<file path="src/sv/vu_meter_peak_bar_runs_top_defines.svh">
// ---------------------------------------------------------------------------
// VU meter peak bar runs: assertion macros
// Shared assertion macros for the meter block. Define ASSERT_OFF to compile
// every assertion away.
// ---------------------------------------------------------------------------
`ifndef VU_METER_PEAK_BAR_RUNS_TOP_DEFINES_SVH
`define VU_METER_PEAK_BAR_RUNS_TOP_DEFINES_SVH

`ifndef ASSERT_OFF
// A property that must hold at every clock edge outside reset.
`define VU_ASSERT(lbl, prop, msg) \
    lbl: assert property (@(posedge clk) disable iff (!rst_n) (prop)) else $error(msg);
// An implication checked in the same cycle outside reset.
`define VU_ASSERT_IMP(lbl, ante, cons, msg) \
    lbl: assert property (@(posedge clk) disable iff (!rst_n) (ante) |-> (cons)) else $error(msg);
`else
`define VU_ASSERT(lbl, prop, msg)
`define VU_ASSERT_IMP(lbl, ante, cons, msg)
`endif

`endif

</file>
<file path="src/sv/vmpb_pkg.sv">
// ---------------------------------------------------------------------------
// VU meter peak bar runs: package
// Types, constants and the control program shared by the sequencer and the
// datapath of the meter block.
// ---------------------------------------------------------------------------
package vmpb_pkg;

    // Register indexes on the configuration channel.
    typedef enum logic [2:0] {
        REG_GREEN_DIM     = 3'd0,
        REG_GREEN_BRIGHT  = 3'd1,
        REG_YELLOW_DIM    = 3'd2,
        REG_YELLOW_BRIGHT = 3'd3,
        REG_RED_DIM       = 3'd4,
        REG_RED_BRIGHT    = 3'd5,
        REG_PEAK_MARKER   = 3'd6,
        REG_DECAY         = 3'd7
    } reg_idx_t;

    localparam int NUM_COLORS = 7;
    localparam int DECAY_W    = 11;

    // Reset values of the seven colour registers, in index order.
    localparam logic [15:0] COLOR_RESET [NUM_COLORS] = '{
        16'd14979, 16'd26560, 16'd23011, 16'd65088, 16'd22691, 16'd63488, 16'd65503
    };
    localparam logic [DECAY_W-1:0] DECAY_RESET = 11'd192;

    // Colour zones of a bar row; {zone, lit} gives the colour register index.
    typedef enum logic [1:0] {
        ZONE_GREEN  = 2'd0,
        ZONE_YELLOW = 2'd1,
        ZONE_RED    = 2'd2
    } zone_t;

    // Level mapping and peak hold constants (signed Q8.8 dB).
    localparam logic [11:0]        MV_OFFSET    = 12'd1100;
    localparam logic [19:0]        LEVEL_RECIP  = 20'd639132;
    localparam logic signed [15:0] LEVEL_OFFSET = -16'sd15104;
    localparam logic signed [15:0] PEAK_RESET   = -16'sd15360;
    localparam logic signed [15:0] PEAK_FLOOR   = -16'sd14848;

    // Datapath operations of one control word.
    typedef enum logic [2:0] {
        OP_WAIT,
        OP_MUL,
        OP_LEVEL,
        OP_PEAK,
        OP_SETUP,
        OP_ROW,
        OP_FLUSH,
        OP_EMIT
    } op_t;

    // Jump conditions; when true the sequencer goes to the target step.
    typedef enum logic [1:0] {
        COND_NEVER,
        COND_NO_INPUT,
        COND_ROWS_MORE,
        COND_EMIT_BUSY
    } cond_t;

    localparam int STEP_W = 3;
    typedef logic [STEP_W-1:0] step_t;

    typedef struct packed {
        op_t   op;
        cond_t cond;
        step_t target;
    } ctrl_word_t;

    // Status flags from the datapath that the jump conditions test.
    typedef struct packed {
        logic no_input;
        logic rows_more;
        logic emit_busy;
    } status_t;

    // The control program. The step after the last one wraps to the first.
    function automatic ctrl_word_t rom_word(input step_t step);
        ctrl_word_t w;
        unique case (step)
            3'd0:    w = '{op: OP_WAIT,  cond: COND_NO_INPUT,  target: 3'd0};
            3'd1:    w = '{op: OP_MUL,   cond: COND_NEVER,     target: 3'd0};
            3'd2:    w = '{op: OP_LEVEL, cond: COND_NEVER,     target: 3'd0};
            3'd3:    w = '{op: OP_PEAK,  cond: COND_NEVER,     target: 3'd0};
            3'd4:    w = '{op: OP_SETUP, cond: COND_NEVER,     target: 3'd0};
            3'd5:    w = '{op: OP_ROW,   cond: COND_ROWS_MORE, target: 3'd5};
            3'd6:    w = '{op: OP_FLUSH, cond: COND_NEVER,     target: 3'd0};
            3'd7:    w = '{op: OP_EMIT,  cond: COND_EMIT_BUSY, target: 3'd7};
            default: w = '{op: OP_WAIT,  cond: COND_NO_INPUT,  target: 3'd0};
        endcase
        return w;
    endfunction

endpackage

</file>
<file path="src/sv/vmpb_seq.sv">
// ---------------------------------------------------------------------------
// VU meter peak bar runs: sequencer
// Step counter over the control program, with conditional jumps on the
// datapath status.
// ---------------------------------------------------------------------------
module vmpb_seq (
    input  logic                 clk,
    input  logic                 rst_n,
    input  vmpb_pkg::status_t    status,
    output vmpb_pkg::ctrl_word_t ctrl
);

    vmpb_pkg::step_t step_reg;
    vmpb_pkg::step_t step_next;
    logic            take_jump;

    // Control word of the current step.
    always_comb
    begin
        ctrl = vmpb_pkg::rom_word(step_reg);
    end

    // Jump condition and next step.
    always_comb
    begin
        unique case (ctrl.cond)
            vmpb_pkg::COND_NEVER:     take_jump = 1'b0;
            vmpb_pkg::COND_NO_INPUT:  take_jump = status.no_input;
            vmpb_pkg::COND_ROWS_MORE: take_jump = status.rows_more;
            vmpb_pkg::COND_EMIT_BUSY: take_jump = status.emit_busy;
            default:                  take_jump = 1'b0;
        endcase
        step_next = take_jump ? ctrl.target : vmpb_pkg::STEP_W'(step_reg + 1'b1);
    end

    // Step counter.
    always_ff @(posedge clk or negedge rst_n)
    begin
        if (!rst_n)
        begin
            step_reg <= '0;
        end
        else
        begin
            step_reg <= step_next;
        end
    end

endmodule

</file>
<file path="src/sv/vu_meter_peak_bar_runs_top.sv">
// ---------------------------------------------------------------------------
// VU meter peak bar runs: top level
// Maps a millivolt sample to a dB level, updates the bar's peak hold and
// streams the bar as run-length colour runs.
// ---------------------------------------------------------------------------
// One sample is taken at a time. The microcoded sequencer spends five steps on
// the level and peak arithmetic (acceptance included), then scans the BAR_HEIGHT-6
// rows of the bar one row a cycle, spends one step closing the last run and one
// step per emitted run, each held while the output stalls. The next sample is
// accepted as soon as the last run has been loaded into the output register.
`include "vu_meter_peak_bar_runs_top_defines.svh"

module vu_meter_peak_bar_runs_top #(
    parameter int BAR_HEIGHT = 128,
    parameter int BAR_TOP    = 5,
    parameter int MAX_RUNS   = 8
) (
    input  logic        clk,
    input  logic        rst_n,
    // Sample input.
    input  logic        s_axis_tvalid,
    output logic        s_axis_tready,
    input  logic [15:0] s_axis_tdata,   // [11:0] sample_mv, [15:12] zero
    input  logic [0:0]  s_axis_tuser,   // [0] channel
    // Run output.
    output logic        m_axis_tvalid,
    input  logic        m_axis_tready,
    output logic [63:0] m_axis_tdata,   // [7:0] run_top_row, [14:8] run_rows,
                                        // [30:15] run_color, [45:31] level_db,
                                        // [60:46] peak_db, [63:61] zero
    output logic [0:0]  m_axis_tuser,   // [0] bar_channel
    output logic        m_axis_tlast,   // last_run
    // Configuration writes.
    input  logic        cfg_valid,
    output logic        cfg_ready,
    input  logic [2:0]  cfg_index,
    input  logic [15:0] cfg_data
);

    localparam int ROWS   = BAR_HEIGHT - 6;
    localparam int ROW_W  = $clog2(ROWS);
    localparam int LEN_W  = ($clog2(ROWS + 1) > 7) ? $clog2(ROWS + 1) : 7;
    localparam int CNT_W  = $clog2(MAX_RUNS + 1);
    localparam int IDX_W  = $clog2(MAX_RUNS);
    localparam int ACC_W  = $clog2(ROWS) + 17;

    // Row thresholds, all scaled by the row count.
    localparam logic signed [ACC_W-1:0] VQ_START = ACC_W'(5120 * ROWS);
    localparam logic signed [ACC_W-1:0] VQ_STEP  = ACC_W'(20480);
    localparam logic signed [ACC_W-1:0] PEAK_TOL = ACC_W'(128 * ROWS);
    localparam logic signed [ACC_W-1:0] NEG_TOL  = ACC_W'(-128 * ROWS);
    localparam logic signed [ACC_W-1:0] YEL_LIM  = ACC_W'(1024 * ROWS);
    localparam logic signed [ACC_W-1:0] ACC_ZERO = ACC_W'(0);
    localparam logic [CNT_W-1:0]        CNT_MAX  = CNT_W'(MAX_RUNS);
    localparam logic [7:0]              TOP_BASE = 8'(BAR_TOP + 3);

    vmpb_pkg::ctrl_word_t ctrl;
    vmpb_pkg::status_t    status;

    // Configuration registers.
    logic [15:0]                  color_reg [vmpb_pkg::NUM_COLORS];
    logic [vmpb_pkg::DECAY_W-1:0] decay_reg;

    // Sample, level and peak.
    logic                     ch_reg;
    logic [11:0]              mv_reg;
    logic [11:0]              mv_excess;
    logic [31:0]              prod_reg;
    logic signed [15:0]       level_reg;
    logic signed [15:0]       peak_reg;
    logic signed [15:0]       peak_hold_reg [2];
    logic signed [15:0]       peak_old;
    logic signed [16:0]       peak_dec;
    logic signed [16:0]       floor_ext;
    logic signed [15:0]       peak_decayed;
    logic signed [15:0]       peak_next;
    logic signed [ACC_W-1:0]  lvl_r_reg;
    logic signed [ACC_W-1:0]  pk_r_reg;

    // Row scan.
    logic signed [ACC_W-1:0]  vq_reg;
    logic signed [ACC_W-1:0]  diff;
    logic [ROW_W-1:0]         rows_left_reg;
    logic [7:0]               row_top_reg;
    logic                     row_is_peak;
    logic                     row_lit;
    vmpb_pkg::zone_t          row_zone;
    logic [2:0]               row_col_idx;
    logic [15:0]              row_col;
    logic [15:0]              marker;

    // Runs: the open run in registers, closed runs in a small register file.
    logic [CNT_W-1:0]         run_cnt_reg;
    logic [CNT_W-1:0]         run_cnt_next;
    logic [7:0]               cur_top_reg;
    logic [7:0]               cur_top_next;
    logic [LEN_W-1:0]         cur_len_reg;
    logic [LEN_W-1:0]         cur_len_next;
    logic [15:0]              cur_col_reg;
    logic [15:0]              cur_col_next;
    logic                     open_run;
    logic [15:0]              open_col;
    logic                     arr_we;
    logic [IDX_W-1:0]         arr_waddr;
    logic [7:0]               run_top_arr [MAX_RUNS];
    logic [LEN_W-1:0]         run_len_arr [MAX_RUNS];
    logic [15:0]              run_col_arr [MAX_RUNS];

    // Output register.
    logic [IDX_W-1:0]         emit_idx_reg;
    logic                     emit_fire;
    logic                     emit_last;
    logic                     out_valid_reg;
    logic                     out_ch_reg;
    logic [7:0]               out_top_reg;
    logic [6:0]               out_rows_reg;
    logic [15:0]              out_color_reg;
    logic signed [15:0]       out_level_reg;
    logic signed [15:0]       out_peak_reg;
    logic                     out_last_reg;

    // Sequencer.
    vmpb_seq u_seq (
        .clk    (clk),
        .rst_n  (rst_n),
        .status (status),
        .ctrl   (ctrl)
    );

    assign status.no_input  = !s_axis_tvalid;
    assign status.rows_more = (rows_left_reg != '0);
    assign status.emit_busy = !(emit_fire && emit_last);

    assign s_axis_tready = (ctrl.op == vmpb_pkg::OP_WAIT);
    assign cfg_ready     = 1'b1;

    // Configuration register file.
    always_ff @(posedge clk or negedge rst_n)
    begin
        if (!rst_n)
        begin
            for (int i = 0; i < vmpb_pkg::NUM_COLORS; i++)
            begin
                color_reg[i] <= vmpb_pkg::COLOR_RESET[i];
            end
            decay_reg <= vmpb_pkg::DECAY_RESET;
        end
        else if (cfg_valid)
        begin
            if (cfg_index == vmpb_pkg::REG_DECAY)
            begin
                decay_reg <= cfg_data[vmpb_pkg::DECAY_W-1:0];
            end
            else
            begin
                color_reg[cfg_index] <= cfg_data;
            end
        end
    end

    // Level offset and peak hold update.
    always_comb
    begin
        mv_excess    = (mv_reg > vmpb_pkg::MV_OFFSET) ? (mv_reg - vmpb_pkg::MV_OFFSET) : 12'd0;
        peak_old     = peak_hold_reg[ch_reg];
        peak_dec     = {peak_old[15], peak_old} - $signed({6'd0, decay_reg});
        floor_ext    = {vmpb_pkg::PEAK_FLOOR[15], vmpb_pkg::PEAK_FLOOR};
        peak_decayed = (peak_dec < floor_ext) ? vmpb_pkg::PEAK_FLOOR : peak_dec[15:0];
        if (level_reg > peak_old)
        begin
            peak_next = level_reg;
        end
        else if (peak_old > vmpb_pkg::PEAK_FLOOR)
        begin
            peak_next = (level_reg > peak_decayed) ? level_reg : peak_decayed;
        end
        else
        begin
            peak_next = peak_old;
        end
    end

    // Classification of the current row.
    always_comb
    begin
        diff        = vq_reg - pk_r_reg;
        row_is_peak = (diff <= PEAK_TOL) && (diff >= NEG_TOL);
        row_lit     = (lvl_r_reg >= vq_reg);
        if (vq_reg <= ACC_ZERO)
        begin
            row_zone = vmpb_pkg::ZONE_GREEN;
        end
        else if (vq_reg <= YEL_LIM)
        begin
            row_zone = vmpb_pkg::ZONE_YELLOW;
        end
        else
        begin
            row_zone = vmpb_pkg::ZONE_RED;
        end
        row_col_idx = {row_zone, row_lit};
        row_col     = color_reg[row_col_idx];
        marker      = color_reg[vmpb_pkg::REG_PEAK_MARKER];
    end

    // Run building: extend the open run or open a new one.
    always_comb
    begin
        run_cnt_next = run_cnt_reg;
        cur_top_next = cur_top_reg;
        cur_len_next = cur_len_reg;
        cur_col_next = cur_col_reg;
        open_run     = 1'b0;
        open_col     = row_col;
        arr_we       = 1'b0;
        arr_waddr    = IDX_W'(run_cnt_reg - 1'b1);
        unique case (ctrl.op)
            vmpb_pkg::OP_SETUP:
            begin
                run_cnt_next = '0;
            end
            vmpb_pkg::OP_ROW:
            begin
                if (row_is_peak && ((run_cnt_reg == '0) || (cur_col_reg != marker)))
                begin
                    open_run = 1'b1;
                    open_col = marker;
                end
                else if ((run_cnt_reg != '0) && (cur_col_reg == row_col))
                begin
                    cur_len_next = LEN_W'(cur_len_reg + 1'b1);
                end
                else
                begin
                    open_run = 1'b1;
                end
                // Once the run list is full the last run takes the row.
                if (open_run)
                begin
                    if (run_cnt_reg < CNT_MAX)
                    begin
                        arr_we       = (run_cnt_reg != '0);
                        cur_top_next = row_top_reg;
                        cur_len_next = LEN_W'(1);
                        cur_col_next = open_col;
                        run_cnt_next = CNT_W'(run_cnt_reg + 1'b1);
                    end
                    else
                    begin
                        cur_len_next = LEN_W'(cur_len_reg + 1'b1);
                    end
                end
            end
            vmpb_pkg::OP_FLUSH:
            begin
                arr_we = 1'b1;
            end
            default:
            begin
            end
        endcase
    end

    // Output beat loading.
    assign emit_fire = (ctrl.op == vmpb_pkg::OP_EMIT) && (!out_valid_reg || m_axis_tready);
    assign emit_last = (CNT_W'(emit_idx_reg) + CNT_W'(1)) == run_cnt_reg;

    // Control registers.
    always_ff @(posedge clk or negedge rst_n)
    begin
        if (!rst_n)
        begin
            run_cnt_reg      <= '0;
            rows_left_reg    <= '0;
            emit_idx_reg     <= '0;
            out_valid_reg    <= 1'b0;
            peak_hold_reg[0] <= vmpb_pkg::PEAK_RESET;
            peak_hold_reg[1] <= vmpb_pkg::PEAK_RESET;
        end
        else
        begin
            run_cnt_reg <= run_cnt_next;
            if (ctrl.op == vmpb_pkg::OP_PEAK)
            begin
                peak_hold_reg[ch_reg] <= peak_next;
            end
            if (ctrl.op == vmpb_pkg::OP_SETUP)
            begin
                rows_left_reg <= ROW_W'(ROWS - 1);
            end
            else if (ctrl.op == vmpb_pkg::OP_ROW)
            begin
                rows_left_reg <= ROW_W'(rows_left_reg - 1'b1);
            end
            if (ctrl.op == vmpb_pkg::OP_FLUSH)
            begin
                emit_idx_reg <= '0;
            end
            else if (emit_fire)
            begin
                emit_idx_reg <= IDX_W'(emit_idx_reg + 1'b1);
            end
            if (emit_fire)
            begin
                out_valid_reg <= 1'b1;
            end
            else if (m_axis_tready)
            begin
                out_valid_reg <= 1'b0;
            end
        end
    end

    // Datapath registers, one operation per control word.
    always_ff @(posedge clk)
    begin
        unique case (ctrl.op)
            vmpb_pkg::OP_WAIT:
            begin
                if (s_axis_tvalid)
                begin
                    ch_reg <= s_axis_tuser[0];
                    mv_reg <= s_axis_tdata[11:0];
                end
            end
            vmpb_pkg::OP_MUL:
            begin
                prod_reg <= {20'd0, mv_excess} * {12'd0, vmpb_pkg::LEVEL_RECIP};
            end
            vmpb_pkg::OP_LEVEL:
            begin
                level_reg <= $signed({1'b0, prod_reg[30:16]}) + vmpb_pkg::LEVEL_OFFSET;
            end
            vmpb_pkg::OP_PEAK:
            begin
                peak_reg  <= peak_next;
                lvl_r_reg <= ACC_W'(level_reg * ROWS);
            end
            vmpb_pkg::OP_SETUP:
            begin
                pk_r_reg    <= ACC_W'(peak_reg * ROWS);
                vq_reg      <= VQ_START;
                row_top_reg <= TOP_BASE;
            end
            vmpb_pkg::OP_ROW:
            begin
                vq_reg      <= vq_reg - VQ_STEP;
                row_top_reg <= 8'(row_top_reg + 1'b1);
            end
            default:
            begin
            end
        endcase
        cur_top_reg <= cur_top_next;
        cur_len_reg <= cur_len_next;
        cur_col_reg <= cur_col_next;
        if (arr_we)
        begin
            run_top_arr[arr_waddr] <= cur_top_reg;
            run_len_arr[arr_waddr] <= cur_len_reg;
            run_col_arr[arr_waddr] <= cur_col_reg;
        end
        if (emit_fire)
        begin
            out_ch_reg    <= ch_reg;
            out_top_reg   <= run_top_arr[emit_idx_reg];
            out_rows_reg  <= run_len_arr[emit_idx_reg][6:0];
            out_color_reg <= run_col_arr[emit_idx_reg];
            out_level_reg <= level_reg;
            out_peak_reg  <= peak_reg;
            out_last_reg  <= emit_last;
        end
    end

    // Output ports.
    assign m_axis_tvalid = out_valid_reg;
    assign m_axis_tdata  = {3'd0, out_peak_reg[14:0], out_level_reg[14:0], out_color_reg,
                            out_rows_reg, out_top_reg};
    assign m_axis_tuser  = out_ch_reg;
    assign m_axis_tlast  = out_last_reg;

    // Checks.
    `VU_ASSERT(a_run_count_bound, run_cnt_reg <= CNT_MAX, "run count above the run limit")
    `VU_ASSERT_IMP(a_peak_not_below_level, ctrl.op == vmpb_pkg::OP_ROW, peak_reg >= level_reg, "peak hold below level during scan")
    `VU_ASSERT_IMP(a_scan_only_last_pending, (ctrl.op == vmpb_pkg::OP_ROW) && out_valid_reg, out_last_reg, "non-final run still pending during scan")

endmodule
</file>
<file path="config.mk">
export PLATFORM = sky130hd
export DESIGN_NAME = vu_meter_peak_bar_runs_top
export DESIGN_NICKNAME = d
export VERILOG_FILES = /design/src/sv/vmpb_pkg.sv /design/src/sv/vmpb_seq.sv /design/src/sv/vu_meter_peak_bar_runs_top.sv
export VERILOG_INCLUDE_DIRS = /design/src /design/src/sv
export SDC_FILE = /design/constraint.sdc
export NUM_CORES = 1
export LEC_CHECK = 0
export BUFFER_PORTS_ARGS = -buffer_cell sky130_fd_sc_hd__buf_4
export CAP_MARGIN = 30
export CORE_ASPECT_RATIO = 1.25
export CORE_MARGIN = 4
export CORE_UTILIZATION = 41
export DETAILED_ROUTE_END_ITERATION = 12
export PLACE_DENSITY = 0.53
export REMOVE_ABC_BUFFERS = 1
export SETUP_SLACK_MARGIN = 0.05
export SLEW_MARGIN = 20
export SYNTH_ARGS = -nofsm -noshare
export SYNTH_HDL_FRONTEND = slang
export SYNTH_HIERARCHICAL = 1
export SYNTH_SLANG_ARGS = --single-unit
</file>
<file path="constraint.sdc">
create_clock -name clk -period 13.5 [get_ports clk]
set_clock_uncertainty 0.1 [all_clocks]
set_input_delay 3.375 -clock clk [delete_from_list [all_inputs] [get_ports clk]]
set_output_delay 3.375 -clock clk [all_outputs]
set_load 0.05 [all_outputs]
</file>
; ---- Word-level counts from Yosys, hierarchy flattened
; Memories as Yosys holds them, arrays and structs flattened. A register that Yosys moved wholly into a read port is not among the register bits.
; Cells that the tools add are included.
[op_classes]
mul = 3
magnitude_cmp = 16
n_bitwise = 4
n_mux = 45
n_addsub = 13
eq_ne = 17
reduce_logical = 27
[ops]
columns = op, n
row1 = $mux 16, 12
row2 = $bwmux 112, 1
row3 = $bmux 16 s3, 1
row4 = $demux 16 s3, 1
row5 = $pmux 24 s2, 1
row6 = $mul 16x7->23 const B, 2
row7 = $mux 7, 6
row8 = $bwmux 32, 1
row9 = $gt 16x16->1, 2
row10 = $mul 12x18->29 const B, 1
row11 = $ge 24x15->1 const B, 1
row12 = $ge 24x24->1, 1
row13 = $le 24x1->1 const B, 1
row14 = $le 24x15->1 const B, 1
row15 = $le 24x18->1 const B, 1
row16 = $sub 24x16->24 const B, 1
row17 = $sub 24x24->24, 1
row18 = $lt 17x15->1 const B, 1
row19 = $sub 16x12->17, 1
row20 = $add 16x15->16 const B, 1
row21 = $demux 16 s1, 1
row22 = $eq 16x16->1, 1
row23 = $gt 16x15->1 const B, 1
row24 = $ne 16x16->1, 1
row25 = other kinds (45), 83
[totals]
elab_cells = 160
input_bits = 41
mem_count = 4
out_inout_bits = 69
ramBits = 248
rom_bits = 64
register_bits = 388
[mem_list]
columns = memory, words, word_bits, rd, rd_clocked_by_memory_dff, wr, line
row1 = run_col_arr, 8, 16, 1, 1, 1, vu_meter_peak_bar_runs_top.sv:107  ; logic [15:0] run_col_arr [MAX_RUNS];
row2 = (no name shown), 8, 8, 1, 0, 0, vmpb_pkg.sv:82  ; unique case (step)
row3 = run_top_arr, 8, 8, 1, 1, 1, vu_meter_peak_bar_runs_top.sv:105  ; logic [7:0] run_top_arr [MAX_RUNS];
row4 = run_len_arr, 8, 7, 1, 1, 1, vu_meter_peak_bar_runs_top.sv:106  ; logic [LEN_W-1:0] run_len_arr [MAX_RUNS];

; ---- Depth between registers and ports, before layout
; Gate-level depths: netlist of run 1.
[depth]
depth_word = 16
mapped_depth = 28
ltp_nobuf = 27

; ---- By module
; The synthesis of run 1 kept the hierarchy.
[modules_own_cells]
columns = mod, seq_area_each_um2, area_each_um2, cells_each, n_inst
row1 = vu_meter_peak_bar_runs_top, 18089.8, 35141.2, 2740, 1
row2 = vmpb_seq, 75.1, 251.5, 28, 1

; ---- Worst setup path before layout of run 1
; OpenSTA, ideal clock, no wires.
[synth_timing]
path_kind = register to register
start = register vq_reg[23]
end = memory run_col_arr[7][0] (enable)
period_less_slack_ns = 8.300
path_buffers = 8
slack_ns = 5.200
arrival_time_ns = 7.692
required_time_ns = 12.891
path_stages_with_launch = 21
path_cell_list = edfxtp_1 > clkbuf_1 > inv_2 > buf_1 > buf_1 > ha_1 > clkbuf_1 > and4_1 > clkbuf_1 > nand3_1 > o21ai_1 > mux2i_1 > clkbuf_1 > buf_2 > buf_1 > a21oi_1 > a31oi_1 > a211oi_1 > a31oi_2 > a32oi_1 > nor4b_1
[synth_between]
elab_chain_len = 16
elab_cells_between_ends = 23
cone_classes = 1 x add/sub / 5 x order compare / 1 x eq/ne / 12 x mux / 1 x bitwise / 3 x reduce/logical
[synth_lines]
columns = element, line
row1 = from (decl), vu_meter_peak_bar_runs_top.sv:81  ; logic signed [ACC_W-1:0] vq_reg;
row2 = from (signal assigned), vu_meter_peak_bar_runs_top.sv:347  ; vq_reg <= vq_reg - VQ_STEP;
row3 = $le 24x18->1, vu_meter_peak_bar_runs_top.sv:193  ; else if (vq_reg <= YEL_LIM)
row4 = $mux 2, vu_meter_peak_bar_runs_top.sv:193
row5 = $mux 2, vu_meter_peak_bar_runs_top.sv:189  ; if (vq_reg <= ACC_ZERO)
row6 = $not 3->4 (implied by the code), vu_meter_peak_bar_runs_top.sv:202  ; row_col = color_reg[row_col_idx];
row7 = $bmux 16 s3, vu_meter_peak_bar_runs_top.sv:202
row8 = $mux 16 (implied by the code) (2 in series), vu_meter_peak_bar_runs_top.sv:202
row9 = $eq 16x16->1, vu_meter_peak_bar_runs_top.sv:229  ; else if ((run_cnt_reg != '0) && (cur_col_reg == row_col))
row10 = $logic_and 1x1->1, vu_meter_peak_bar_runs_top.sv:229
row11 = $mux 1, vu_meter_peak_bar_runs_top.sv:229
row12 = $mux 1 *, vu_meter_peak_bar_runs_top.sv:224  ; if (row_is_peak && ((run_cnt_reg == '0) || (cur_col_reg != marker)))
row13 = $mux 1 *, vu_meter_peak_bar_runs_top.sv:217  ; unique case (ctrl.op)
row14 = $mux 1 *, vu_meter_peak_bar_runs_top.sv:238  ; if (open_run)
row15 = $pmux 1 s2 *, vu_meter_peak_bar_runs_top.sv:217
row16 = $mux 1 *, vu_meter_peak_bar_runs_top.sv:357  ; if (arr_we)
row17 = $mux 1 (implied by the code) *, vu_meter_peak_bar_runs_top.sv:361  ; run_col_arr[arr_waddr] <= cur_col_reg;
row18 = to (decl), vu_meter_peak_bar_runs_top.sv:107
; Every way passes the cells marked *; elsewhere a longest branch is shown, timed or not. The select of a mux whose other input is x is not followed.

; ---- Worst setup path after layout of run 1
[layout_timing]
start = register ch_reg
end = register peak_reg[8] (data pin)
[layout_between]
elab_chain_len = 11
elab_cells_between_ends = 13
cone_classes = 1 x add/sub / 4 x order compare / 7 x mux / 1 x bitwise
[layout_lines]
columns = element, line
row1 = from (decl), vu_meter_peak_bar_runs_top.sv:65  ; logic ch_reg;
row2 = from (signal assigned), vu_meter_peak_bar_runs_top.sv:322  ; ch_reg <= s_axis_tuser[0];
row3 = $not 1->2 (implied by the code) *, vu_meter_peak_bar_runs_top.sv:165  ; peak_old = peak_hold_reg[ch_reg];
row4 = $mux 16 (implied by the code) * (3 in series), vu_meter_peak_bar_runs_top.sv:165
row5 = $sub 16x12->17, vu_meter_peak_bar_runs_top.sv:166  ; peak_dec = {peak_old[15], peak_old} - $signed({6'd0, decay_reg});
row6 = $lt 17x15->1, vu_meter_peak_bar_runs_top.sv:168  ; peak_decayed = (peak_dec < floor_ext) ? vmpb_pkg::PEAK_FLOOR : peak_dec[15:0];
row7 = $mux 16, vu_meter_peak_bar_runs_top.sv:168
row8 = $gt 16x16->1, vu_meter_peak_bar_runs_top.sv:175  ; peak_next = (level_reg > peak_decayed) ? level_reg : peak_decayed;
row9 = $mux 16, vu_meter_peak_bar_runs_top.sv:175
row10 = $mux 16, vu_meter_peak_bar_runs_top.sv:173  ; else if (peak_old > vmpb_pkg::PEAK_FLOOR)
row11 = $mux 16 *, vu_meter_peak_bar_runs_top.sv:169  ; if (level_reg > peak_old)
row12 = named net peak_next[8], vu_meter_peak_bar_runs_top.sv:76  ; logic signed [15:0] peak_next;
row13 = to (signal assigned), vu_meter_peak_bar_runs_top.sv:336  ; peak_reg <= peak_next;
row14 = to (decl), vu_meter_peak_bar_runs_top.sv:70  ; logic signed [15:0] peak_reg;
; The timed path passes the listed nets; every way through them passes the cells marked *. The select of a mux whose other input is x is not followed.
; A chain may end at the register's enable or synchronous reset.

==> results of run 1 <==
-- through the flow --
| stage | hold WS, ps | util | cell area, um2 | worst slack, ps |
|---|---|---|---|---|
| final | 318 | 0.467 | 39900 | 6200 |
| after global routing | 324 | 0.467 | 39900 | 5540 |
| after CTS | 320 | 0.466 | 39900 | 6230 |
| after detailed placement | 305 | 0.439 | 37600 | 6260 |
| after global placement | 305 | 0.439 | 37500 | 6440 |
| after floorplan | 300 | - | 35000 | 4230 |
-- critical path: stages, from the launching register on --
cell and delay, ps:
edfxtp_1 330, buf_4 320, mux2i_1 520, inv_1 160
ha_1 300, nor2b_1 130, o21a_1 180, o21ai_0 260
a21oi_1 230, a211oi_1 450, o32ai_1 160, o2bb2ai_1 190
a31oi_1 720, nand2_1 140, ha_1 320, nor2b_1 130
o21a_1 160, o21a_1 160, o21ai_0 140, nand2b_1 80
a31oi_1 230, mux2i_1 300, nor2_1 110, a21o_1 360
a222oi_1 760, inv_1 110
-- worst max path at each step --
stage | start | to | slack [ps] | cells after the start
finish | ch_reg | peak_reg[8] | 6200 | 25
global route | ch_reg | peak_hold_reg[24] | 5540 | 25
CTS | ch_reg | peak_hold_reg[8] | 6230 | 25
detailed placement | ch_reg | peak_reg[8] | 6260 | 25
global placement | ch_reg | peak_reg[8] | 6440 | 25
floorplan | vq_reg[23] | run_col_arr[7][0] | 4230 | 13
-- report_power, final --
group	switching [W]	internal (W)	total, W
registers	0.000443	0.00302	0.00346
clock network	0.000769	0.00111	0.00188
logic	0.00285	0.00207	0.00492
total	0.00407	0.00620	0.0103
-- layout by cell type, fill, tap and decap left out, types with 20 or more instances in the layout --
cell type / n
nor3_1: 50
nand2b_1: 26
a21o_1: 21
xnor2_1: 99
dfrtp_1: 105
xor2_1: 41
nand2_1: 159
nand3_1: 53
clkbuf_16: 75
nor2_1: 116
o21ai_0: 104
a211oi_1: 21
nand4_1: 20
mux2i_1: 33
nor2b_1: 25
a31oi_1: 30
inv_1: 301
a21oi_1: 80
mux4_2: 62
buf_4: 135
dfstp_2: 66
ha_1: 242
edfxtp_1: 458
mux2_2: 161
fa_1: 115
-- metal layers --
metal | part of all wire | wire [um]
met1 | 0.43 | 35000
met2 | 0.52 | 42400
met3 | 0.032 | 2650
met4 | 0.024 | 1980
met5 | 0.00028 | 23
-- cell type report --
class                           count  area [um2]
Inverter                          303        1140
Fill cell                        7699       45600
Sequential cell                   631       18200
Multi-Input combinational cell   1745       15800
Clock inverter                     31         343
Clock buffer                       90        1930
Tap cell                         1098        1370
Timing Repair Buffer              144        1150
==> reports/qor.csv, run 1 <==
metric;value;unit
clkLatencyLatePin;620;ps
clk_root_buffer_cell;clkbuf_16;
final_max_slew_viol_count;0;
minimum_clock_period_after_layout;7300;ps
antenna_found_initial;3;
tritoncts;built;
worstSetupStartpointType;flip-flop;
die_area;91100;um2
clk_transition_reported_paths;60;ps
gr-max-usage-layer;met2;
outcome;completed;
global_route_met2_utilization;0.331;
reg2reg_depth;25;
routedWlPerCell;20.3;um
hold_path.startpoint;prod_reg[21];
required;13740;ps
cts_buffers;69;
cts-resized-gates;0;
ys_warn_count;6;
whs_path_depth;0;
worst_hold_class;flip-flop to flip-flop;
insertedDiodeCount;0;
first_iter_violations;1266;
die_y;336;um
ff2ff_setup_slack;6200;ps
area.growth.synth_to_final;12.9;%
die_w;271;um
total_vias_in_the_final_route;21800;
total_length_of_routed_wires;82000;um
route.detailed.vias_per_inst;5.40;
timing.rr.end;peak_reg[8];
drtPass1Iterations;7;
final_nets;3292;
timing.final.crit_share;0.541;
rsz0062_at_grt;false;
ctsHoldBuffers;0;
clkSinkCount;631;
powerDensity;257;nW/um2
placement.io_buffers;101;
setup.worst_path.end_class;flip-flop;
maximum_number_of_pins_on_one_net_before_global_route_repair;68;
detail_placement_hpwl;57100;um
cap_viol_max_count;0;
drive_gt1_frac;0.198;
grt_pass1_vias;23000;
post_synthesis_instance_area;35400;um2
gp_congestion;0.869;
setup-tns-final;0;ps
global_route.usage.total;0.182;
grt_use_met1;0.227;
achievable-frequency;0.137;GHz
cts_max_level;3;
path_class;flip-flop to flip-flop;
final_cell_count_no_fill;4042;
max_slew.worst_pin.slew;1030;ps
worst_slew_margin_rel;0.312;
min_delay_worst_endpoint;level_reg[5];
post_synth_inst_count;2764;
timing.final.hold_violations;0;
core.rowCount;120;
finalSetupViolations;0;
clk_path_buf_depth;3;
crit_arrival;7540;ps
synth_area_per_cell;12.8;um2
drt_drc_violations_left;0;
post-place-cells;3917;
first_pass_grt_wire_length;130000;um
crit-reg2reg-launch;ch_reg;
grt.met3_usage;0.0234;
fin_total_pwr;0.0103;W
core_area;85600;um2
grt_overflow_total;0;
vdd.ir_drop.worst;0.185;mV
max_reg_flops;128;
antenna_left;0;
floorplan.initialDensity;0.413;
power.static_leakage;15.9;nW
cts_post_setup_buffers_inserted;0;
design.portCount;110;
largest_fanout_on_the_critical_path;19;
Power figures use the tool's default switching activity.
==> run 2, diff against run 1 <==
--- a/config.mk
+++ b/config.mk
@@ -12,7 +12,7 @@
 export CORE_MARGIN = 4
 export CORE_UTILIZATION = 41
 export DETAILED_ROUTE_END_ITERATION = 12
-export PLACE_DENSITY = 0.53
+export PLACE_DENSITY = 0.56
 export REMOVE_ABC_BUFFERS = 1
 export SETUP_SLACK_MARGIN = 0.05
 export SLEW_MARGIN = 20
==> constraint.sdc (replaced) <==
create_clock -name clk -period 6.3 [get_ports clk]
set_clock_uncertainty 0.1 [all_clocks]
set_input_delay 1.575 -clock clk [delete_from_list [all_inputs] [get_ports clk]]
set_output_delay 1.575 -clock clk [all_outputs]
set_load 0.05 [all_outputs]
==> reports/qor.csv, run 2 (same netlist as run 1, synthesis figures left out) <==
metric;value;unit
design.portCount;110;
clk_root_buffer_cell;clkbuf_16;
drt_drc_violations_left;0;
powerDensity;565;nW/um2
rsz0062_at_grt;true;
clkSinkCount;631;
setup.worst_path.end_class;flip-flop;
core.rowCount;120;
min_delay_worst_endpoint;level_reg[4];
total_vias_in_the_final_route;22400;
crit_arrival;6330;ps
antenna_found_initial;5;
die_y;336;um
maximum_number_of_pins_on_one_net_before_global_route_repair;115;
timing.final.hold_violations;0;
clkLatencyLatePin;620;ps
cap_viol_max_count;0;
outcome;completed;
critical_path_max_stage_delay;400;ps
power.static_leakage;16.4;nW
most_frequent_cell_on_the_critical_path;o21a_1;
required;6580;ps
first_pass_grt_wire_length;133000;um
core_area;85600;um2
global_route.usage.total;0.186;
grt_use_met1;0.225;
area.growth.synth_to_final;15.8;%
reg2reg_depth;28;
largest_fanout_on_the_critical_path;12;
gp_congestion;0.865;
cts_buffers;71;
max_slew.worst_pin.slew;962;ps
tritoncts;built;
first_iter_violations;1335;
timing.final.crit_share;0.959;
route.detailed.vias_per_inst;5.43;
grt_pass1_vias;23500;
floorplan.initialDensity;0.413;
hold_slack;289;ps
drtPass1Iterations;5;
ff2ff_setup_slack;260;ps
worst_hold_class;flip-flop to flip-flop;
drive_gt1_frac;0.234;
final_max_slew_viol_count;0;
grt.met3_usage;0.0268;
achievable-frequency;0.165;GHz
setup-tns-final;0;ps
max_reg_flops;128;
finalSetupViolations;0;
mostFrequentLayoutCells;edfxtp_1 (458), inv_1 (301), ha_1 (239);
clk_path_buf_depth;3;
minimum_clock_period_after_layout;6040;ps
die_area;91100;um2
path_class;flip-flop to flip-flop;
detail_placement_hpwl;59000;um
crit-reg2reg-launch;ch_reg;
whs_path_depth;0;
timing.rr.end;peak_reg[3];
cts_max_level;3;
standard_cell_with_the_maximum_stage_delay_on_the_critical_path;a222oi_1;
vdd.ir_drop.worst;0.302;mV
stdcell_area;41000;um2
grt_overflow_total;0;
antenna_left;0;
die_w;271;um
placement.io_buffers;101;
worstSetupStartpointType;flip-flop;
total_length_of_routed_wires;85000;um
layout_commonest_cell;edfxtp_1;
hold_path.startpoint;prod_reg[20];
worst_slew_margin_rel;0.359;
gr-max-usage-layer;met2;
clk_transition_reported_paths;60;ps
ctsHoldBuffers;0;
routedWlPerCell;20.6;um
global_route_met2_utilization;0.343;
final_nets;3369;
placement_cell_area;38200;um2
## run 2: layout make-up
class,instances,area (um2)
repair buffers,218,1760
diodes,3,7.51
inverters,303,1140
well taps,1098,1370
clock buffers,102,2040
multi-input cells,1746,16100
flip-flops and latches,631,18200
clock inverters,29,352
fillers,7600,44600
## run 2: worst max-delay path by stage
stage / startpoint / endpoint / slack, ps / cells after the start
floorplan: vq_reg[23] / run_col_arr[7][0] / -2970 / 13
global placement: ch_reg / peak_reg[1] / -130 / 26
finish: ch_reg / peak_reg[3] / 260 / 28
CTS: mv_reg[2] / prod_reg[30] / 70 / 25
global route: mv_reg[3] / prod_reg[30] / -40 / 27
detailed placement: ch_reg / peak_reg[1] / -250 / 26
## run 2: worst max-delay path: cells and delay by family, from the launching register on
family / cells / cell delay [ps]
AO/OA/AOI/OAI: 11 / 2220
buffers and inverters: 7 / 1000
AND/OR/NAND/NOR: 6 / 840
adder cells (fa/ha/maj): 2 / 640
multiplexers: 2 / 610
flip-flops: 1 / 380
## run 2: repair_timing
action | 4_1_cts | 5_1_grt
pin swaps | 1 | 14
setup buffers | 1 | 7
resized for setup | 14 | 48
gates cloned | 0 | 1
setup endpoints to repair | 52 | 56
## run 2: report_power, final
| part | leakage, nW | internal [W] | switching, W | total, W |
|---|---|---|---|---|
| Sequential | 6.20 | 0.00648 | 0.000947 | 0.00742 |
| Clock | 1.16 | 0.00249 | 0.00172 | 0.00421 |
| Combinational | 9.05 | 0.00493 | 0.00658 | 0.0115 |
| Total | 16.4 | 0.0139 | 0.00925 | 0.0231 |
## run 2: routing by layer
| layer | vias to the layer above | wire [um] |
|---|---|---|
| met5 | - | 27 |
| met4 | 4 | 2420 |
| met3 | 143 | 3540 |
| met2 | 453 | 44500 |
| met1 | 11400 | 34500 |
| li1 | 10500 | - |
## run 2: through the flow
step	power, W	util	setup slack, ps	std cells
3_3_place_gp	0.0184	0.446	-131	3983
5_1_grt	0.0249	0.478	-37.5	4127
6_report	0.0231	0.479	255	4130
4_1_cts	0.0231	0.475	67.9	4117
3_5_place_dp	0.0187	0.446	-247	3985
2_1_floorplan	0.0152	-	-2970	2679
